==> src/fap_pkg.sv <==
`default_nettype none

package fap_pkg;

    // Commands
    localparam logic [1:0] CMD_PUSH    = 2'd0;
    localparam logic [1:0] CMD_ACQUIRE = 2'd1;
    localparam logic [1:0] CMD_RELEASE = 2'd2;

    // Result status codes
    localparam logic [2:0] ST_ACCEPTED    = 3'd0;
    localparam logic [2:0] ST_PRE_SESSION = 3'd1;
    localparam logic [2:0] ST_NO_SLOT     = 3'd2;
    localparam logic [2:0] ST_STRAGGLER   = 3'd3;
    localparam logic [2:0] ST_ACQ_EMPTY   = 3'd4;
    localparam logic [2:0] ST_VIEW        = 3'd5;
    localparam logic [2:0] ST_RELEASED    = 3'd6;

    // Set events
    localparam logic [1:0] EV_NONE       = 2'd0;
    localparam logic [1:0] EV_FULL       = 2'd1;
    localparam logic [1:0] EV_PARTIAL    = 2'd2;
    localparam logic [1:0] EV_UNDERFILL  = 2'd3;

    // Configuration register indexes
    localparam logic [1:0] REG_CAMERA_COUNT = 2'd0;
    localparam logic [1:0] REG_START_TIME   = 2'd1;

    localparam logic [4:0] CAMERA_COUNT_RESET = 5'd4;
    localparam int         MIN_SET_FRAMES     = 2;
    localparam int         EFF_W              = 7;

    typedef struct packed {
        logic [1:0]  cmd;
        logic [7:0]  cam_id;
        logic [63:0] frame_time;
        logic [63:0] frame_ptr;
        logic [15:0] frame_pitch;
        logic [2:0]  release_slot;
    } in_item_t;

    typedef struct packed {
        logic [2:0]  status;
        logic [1:0]  set_event;
        logic        oldest_dropped;
        logic [2:0]  slot_number;
        logic [63:0] set_time;
        logic [4:0]  view_count;
        logic [7:0]  view_camera;
        logic [63:0] view_ptr;
        logic [15:0] view_pitch;
        logic        last;
    } out_item_t;

    typedef struct packed {
        logic [4:0]  camera_count;
        logic [63:0] start_time;
    } cfg_t;

endpackage

`default_nettype wire

==> src/fap_front.sv <==
`default_nettype none

module fap_front (
    input  wire                 clk,
    input  wire                 rst_n,
    input  wire                 start,
    input  fap_pkg::in_item_t   request,
    output logic                busy,
    output logic                q_valid,
    output fap_pkg::in_item_t   q_item,
    input  wire                 q_pop
);
    import fap_pkg::*;

    // Two-entry command queue
    in_item_t   slot_reg [2];
    logic       rd_ptr_reg;
    logic       wr_ptr_reg;
    logic [1:0] cnt_reg;
    logic       push;

    assign busy    = (cnt_reg == 2'd2);
    assign push    = start && !busy;
    assign q_valid = (cnt_reg != 2'd0);
    assign q_item  = slot_reg[rd_ptr_reg];

    // Store accepted items
    always_ff @(posedge clk)
    begin
        if (push)
        begin
            slot_reg[wr_ptr_reg] <= request;
        end
    end

    // Advance pointers and count
    always_ff @(posedge clk or negedge rst_n)
    begin
        if (!rst_n)
        begin
            rd_ptr_reg <= 1'b0;
            wr_ptr_reg <= 1'b0;
            cnt_reg    <= 2'd0;
        end
        else
        begin
            if (push)
            begin
                wr_ptr_reg <= !wr_ptr_reg;
            end
            if (q_pop && q_valid)
            begin
                rd_ptr_reg <= !rd_ptr_reg;
            end
            if (push && !(q_pop && q_valid))
            begin
                cnt_reg <= cnt_reg + 2'd1;
            end
            else if (!push && q_pop && q_valid)
            begin
                cnt_reg <= cnt_reg - 2'd1;
            end
        end
    end

endmodule

`default_nettype wire

==> config.mk <==
export PLATFORM = sky130hd
export DESIGN_NAME = fap_front
export DESIGN_NICKNAME = d
export VERILOG_FILES = /design/src/fap_pkg.sv /design/src/fap_front.sv
export SDC_FILE = /design/constraint.sdc
export NUM_CORES = 1
export LEC_CHECK = 0
export BUFFER_PORTS_ARGS = -buffer_cell sky130_fd_sc_hd__buf_4
export CORE_UTILIZATION = 35
export CTS_CLUSTER_DIAMETER = 50
export DETAILED_ROUTE_END_ITERATION = 7
export PLACE_DENSITY = 0.59
export SLEW_MARGIN = 0
export SYNTH_ARGS = -nofsm -noshare
export SYNTH_HDL_FRONTEND = slang
export SYNTH_SLANG_ARGS = --single-unit
==> constraint.sdc <==
create_clock -name clk -period 18.5 [get_ports clk]
set_input_delay 1.85 -clock clk [delete_from_list [all_inputs] [get_ports clk]]
set_output_delay 1.85 -clock clk [all_outputs]
set_load 0.01 [all_outputs]
[After elaboration in Yosys (flattened, before gate mapping)]
Memory sizes are Yosys's and may differ from the RTL's.
Cells that the tools add are included.
Word-level totals
  register bits after elaboration: 4
  bits of input ports: 161
  logic and storage cells: 23
  RAM bits: 314
  memories kept: 1
  output and inout bits: 159
Memory list
  slot_reg: depth 2, bits a word 157, read ports 1, clocked after Yosys merged registers in 0, write ports 1, line fap_front.sv:16  | in_item_t slot_reg [2];
Operators by class
  $add $sub $neg: 2
  equality and inequality tests: 1
  multiplexer cells: 4
  reductions and logical operators: 12
Operators with widths (number)
  logical AND 1 bit: 5
  zero test 1 bit: 5
  2-to-1 mux 2 bit: 2
  nonzero test 2 bit: 2
  adder 2 x 1 -> 2 bit (second input constant): 1
  == test 2 bit (second input constant): 1
  2-to-1 mux 1 bit: 2
  subtractor 2 x 1 -> 2 bit (second input constant): 1

[Logic depth before layout (Yosys ltp)]
  depth in word-level cells: 8
  depth in mapped cells: 4
  mapped depth without buffers: 4

[Worst setup path before layout]
No wires, ideal clock.
  path kind: in2reg
  start point: input start
  end point: memory slot_reg[0][0] (netlist name) (enable)
  buffers on the path: 0
  setup time: 675 ps
  data required time: 17825 ps
  cell stages on the path: 2
  arrival time: 8439 ps
  path slack: 9385 ps
  cells stage by stage: nand2_1 > nor2_1
Between the ends
  word-level cells in the longest chain between the ends: 3
RTL lines
  start, declared: line fap_front.sv:6  | input wire start,
  logical AND 1 bit: line fap_front.sv:23  | assign push = start && !busy;
  2-to-1 mux 1 bit: line fap_front.sv:30  | if (push)
  2-to-1 mux 1 bit (not written as such): line fap_front.sv:32  | slot_reg[wr_ptr_reg] <= request;
  end, declared: line fap_front.sv:16
Every way passes these cells.

==> flow_summary.ini <==
[clocking]
cts_root_buf = clkbuf_16
cts_tree = yes
cts-resized-gates = 0
clk_pin_slew_ns = 0.06
numClockSinks = 318
cts_setup_buffers = 0
insertion_delay_ns = 0.50
clockBufferDepth = 3
numCtsBuffers = 37
htree_levels = 2
cts_hold_buf = 0

[global_routing]
grt_antenna_before_repair = 0
grt_max_degree = 73
grt-ovfl-total = 0
grt_pass1_vias = 6079
grt_pass1_wl_um = 34760
grt_usage_pct = 12.92

[setup_path]
critPathKind = reg2out
required_ns = 16.65
setup.worst_path.start_class = flop
rr_endpoint = slot_reg[0][35]
rrSetupSlack_ns = 15.91
reg2reg_depth = 4
arrival_ns = 3.04
cp_max_fo = 61
timing.rr.start = cnt_reg[0]
worst_setup_path_end_kind = output pin

[synth]
synth_edf_count = 314
synth_common_cells = 314 x edfxtp_1, 101 x mux2_4, 56 x mux2_2
synth.top_cell.area_share_pct = 78.80
avgSynthCellArea_um2 = 23.42
synth-seq-area-share_pct = 79.64
synth.most_common_cell = edfxtp_1
yosysWarnings = 0
synth-seq-cells = 318
synth_nets = 672
yosysUniqueCellTypes = 19
post_synth_inst_count = 511
synthTopCellsByArea = edfxtp_1 79%, mux2_4 13%, mux2_2 5.3%
async_reset_ff_share_pct = 1.258
syn_area_mm2 = 0.01197
synth_largest_area_cell = edfxtp_1
synth_flop_cell = edfxtp_1

[drt]
dr.pass1.iters = 4
via_per_inst = 4.445
drt_wl_total_um = 23570
drc = 0
first_iter_violations = 226
ant_nets = 0
post_drt_wl_per_cell_um = 17.76
vias = 5899

[floorplanning]
start_util_pct = 35.59
std_cell_rows = 67
dieHeight_um = 186.9
pin_count = 320
dieArea_mm2 = 0.03493
die_x_um = 186.9
core_mm2 = 0.03362

[power]
p_leak_nw = 6.216
vdd_drop_max_v = 0.00009123
power_w = 0.002494
power_density_mw_per_mm2 = 156.0

[sta]
timing.final.hold_violations = 0
finClkSkew_ns = 0.01517
max_freq_mhz = 204.6
tightest_slew_ns = 1.102
fin_ws_ns = 13.61
finalCritPeriodShare_pct = 26.41
period_needed_ns = 4.887
hold_ws_ns = 0.5637
setup_viol = 0
max_slew_margin_pct = 26.57
fin_setup_tns_ns = 0
grt_setup_unrepaired = false
drv_slew = 0

[min_path]
hold_path_class = reg2reg
min_path_cells = 1
worstHoldStart = cnt_reg[0]
hold_end = cnt_reg[0]

[placement]
io_buffers = 319
post-place-ws_ns = 14.10
gp_congestion = 0.7221
dpl.hpwl_um = 15270
place_inst = 1266

[job]
drv_cap = 0

[finish]
syn_to_final_growth_pct = 33.59
nets = 1018
largest_reg_flops = 314
multi_input_area_mm2 = 0.002253
final-seq-area_mm2 = 0.009533
stdcell_count = 1327
diodes = 0
drive_gt1_share_pct = 61.32
n_fill_cell = 2847

[status]
outcome = finished, final reports clean
per-layer routing:
layer	up-vias	wire length (µm)	track usage, %
met4	0	527	3.941
met1	2909	9487	15.50
met5	-	0	0
met2	220	11330	21.08
met3	46	2225	5.478
li1	2724	-	-
logic make-up (layout without fill, tap and decap cells):
| kind of cell | Yosys count | in the layout | synth area share, % |
|---|---|---|---|
| AOI/OAI and AO/OA | 6 | 6 | 0.2719 |
| xor gates and xnor gates | 2 | 2 | 0.1464 |
| and+or+nand+nor | 8 | 8 | 0.3661 |
| DFF | 318 | 318 | 79.64 |
| buffers and inverters | 20 | 388 | 1.631 |
| muxes | 157 | 157 | 17.94 |
through the flow:
stage | util [%] | area [µm²]
2_1_floorplan | - | 11970
3_3_place_gp | 44.01 | 14790
3_5_place_dp | 44.01 | 14790
4_1_cts | 47.55 | 15980
5_1_grt | 47.55 | 15980
6_report | 47.55 | 15980
worst max-delay path, cell delays in order, from the launching register on:
cell	delay [ns]
dfrtp_4	0.92
buf_4	0.91
mux2_2	0.43
buf_4	0.14
how the worst max path moves through the flow:
| stage | start | to | slack, ns | cells after the start |
|---|---|---|---|---|
| finish | rd_ptr_reg | q_item[15] | 13.61 | 3 |
| global route | rd_ptr_reg | q_item[15] | 13.48 | 3 |
| CTS | rd_ptr_reg | q_item[11] | 13.55 | 3 |
| detailed placement | rd_ptr_reg | q_item[11] | 14.10 | 3 |
| global placement | rd_ptr_reg | q_item[13] | 14.13 | 3 |
| floorplan | start | slot_reg[0][0] | 9.39 | 2 |
cells in the final DEF (no fill, tap or decap), drive strengths merged:
cell type | Yosys | layout
buf | 18 | 325
edfxtp | 314 | 314
mux2 | 157 | 157
clkbuf | 0 | 40
clkinv | 0 | 11
bufinv | 0 | 5
dfrtp | 4 | 4
inv | 2 | 4
a21oi | 3 | 3
clkinvlp | 0 | 3
nand2 | 2 | 2
o21ai | 2 | 2
xnor2 | 2 | 2
or2 | 1 | 1
nand2b | 1 | 1
and3 | 1 | 1
nor2 | 1 | 1
nor2b | 1 | 1
nor3b | 1 | 1
o211ai | 1 | 1
cell type report:
type	instances	area share, %
timing repair buffer	325	15.26
inverter	2	0.04697
sequential	318	59.64
tap	448	3.507
clock inverter	21	1.581
clock buffer	40	5.863
multi-input combinational	173	14.10
where the power goes:
group | internal (W) | switching (W)
logic | 0.000422 | 0.000347
registers | 0.000960 | 0.0000548
clock network | 0.000436 | 0.000274
total | 0.00182 | 0.000676
Power figures use the tool's default switching activity.
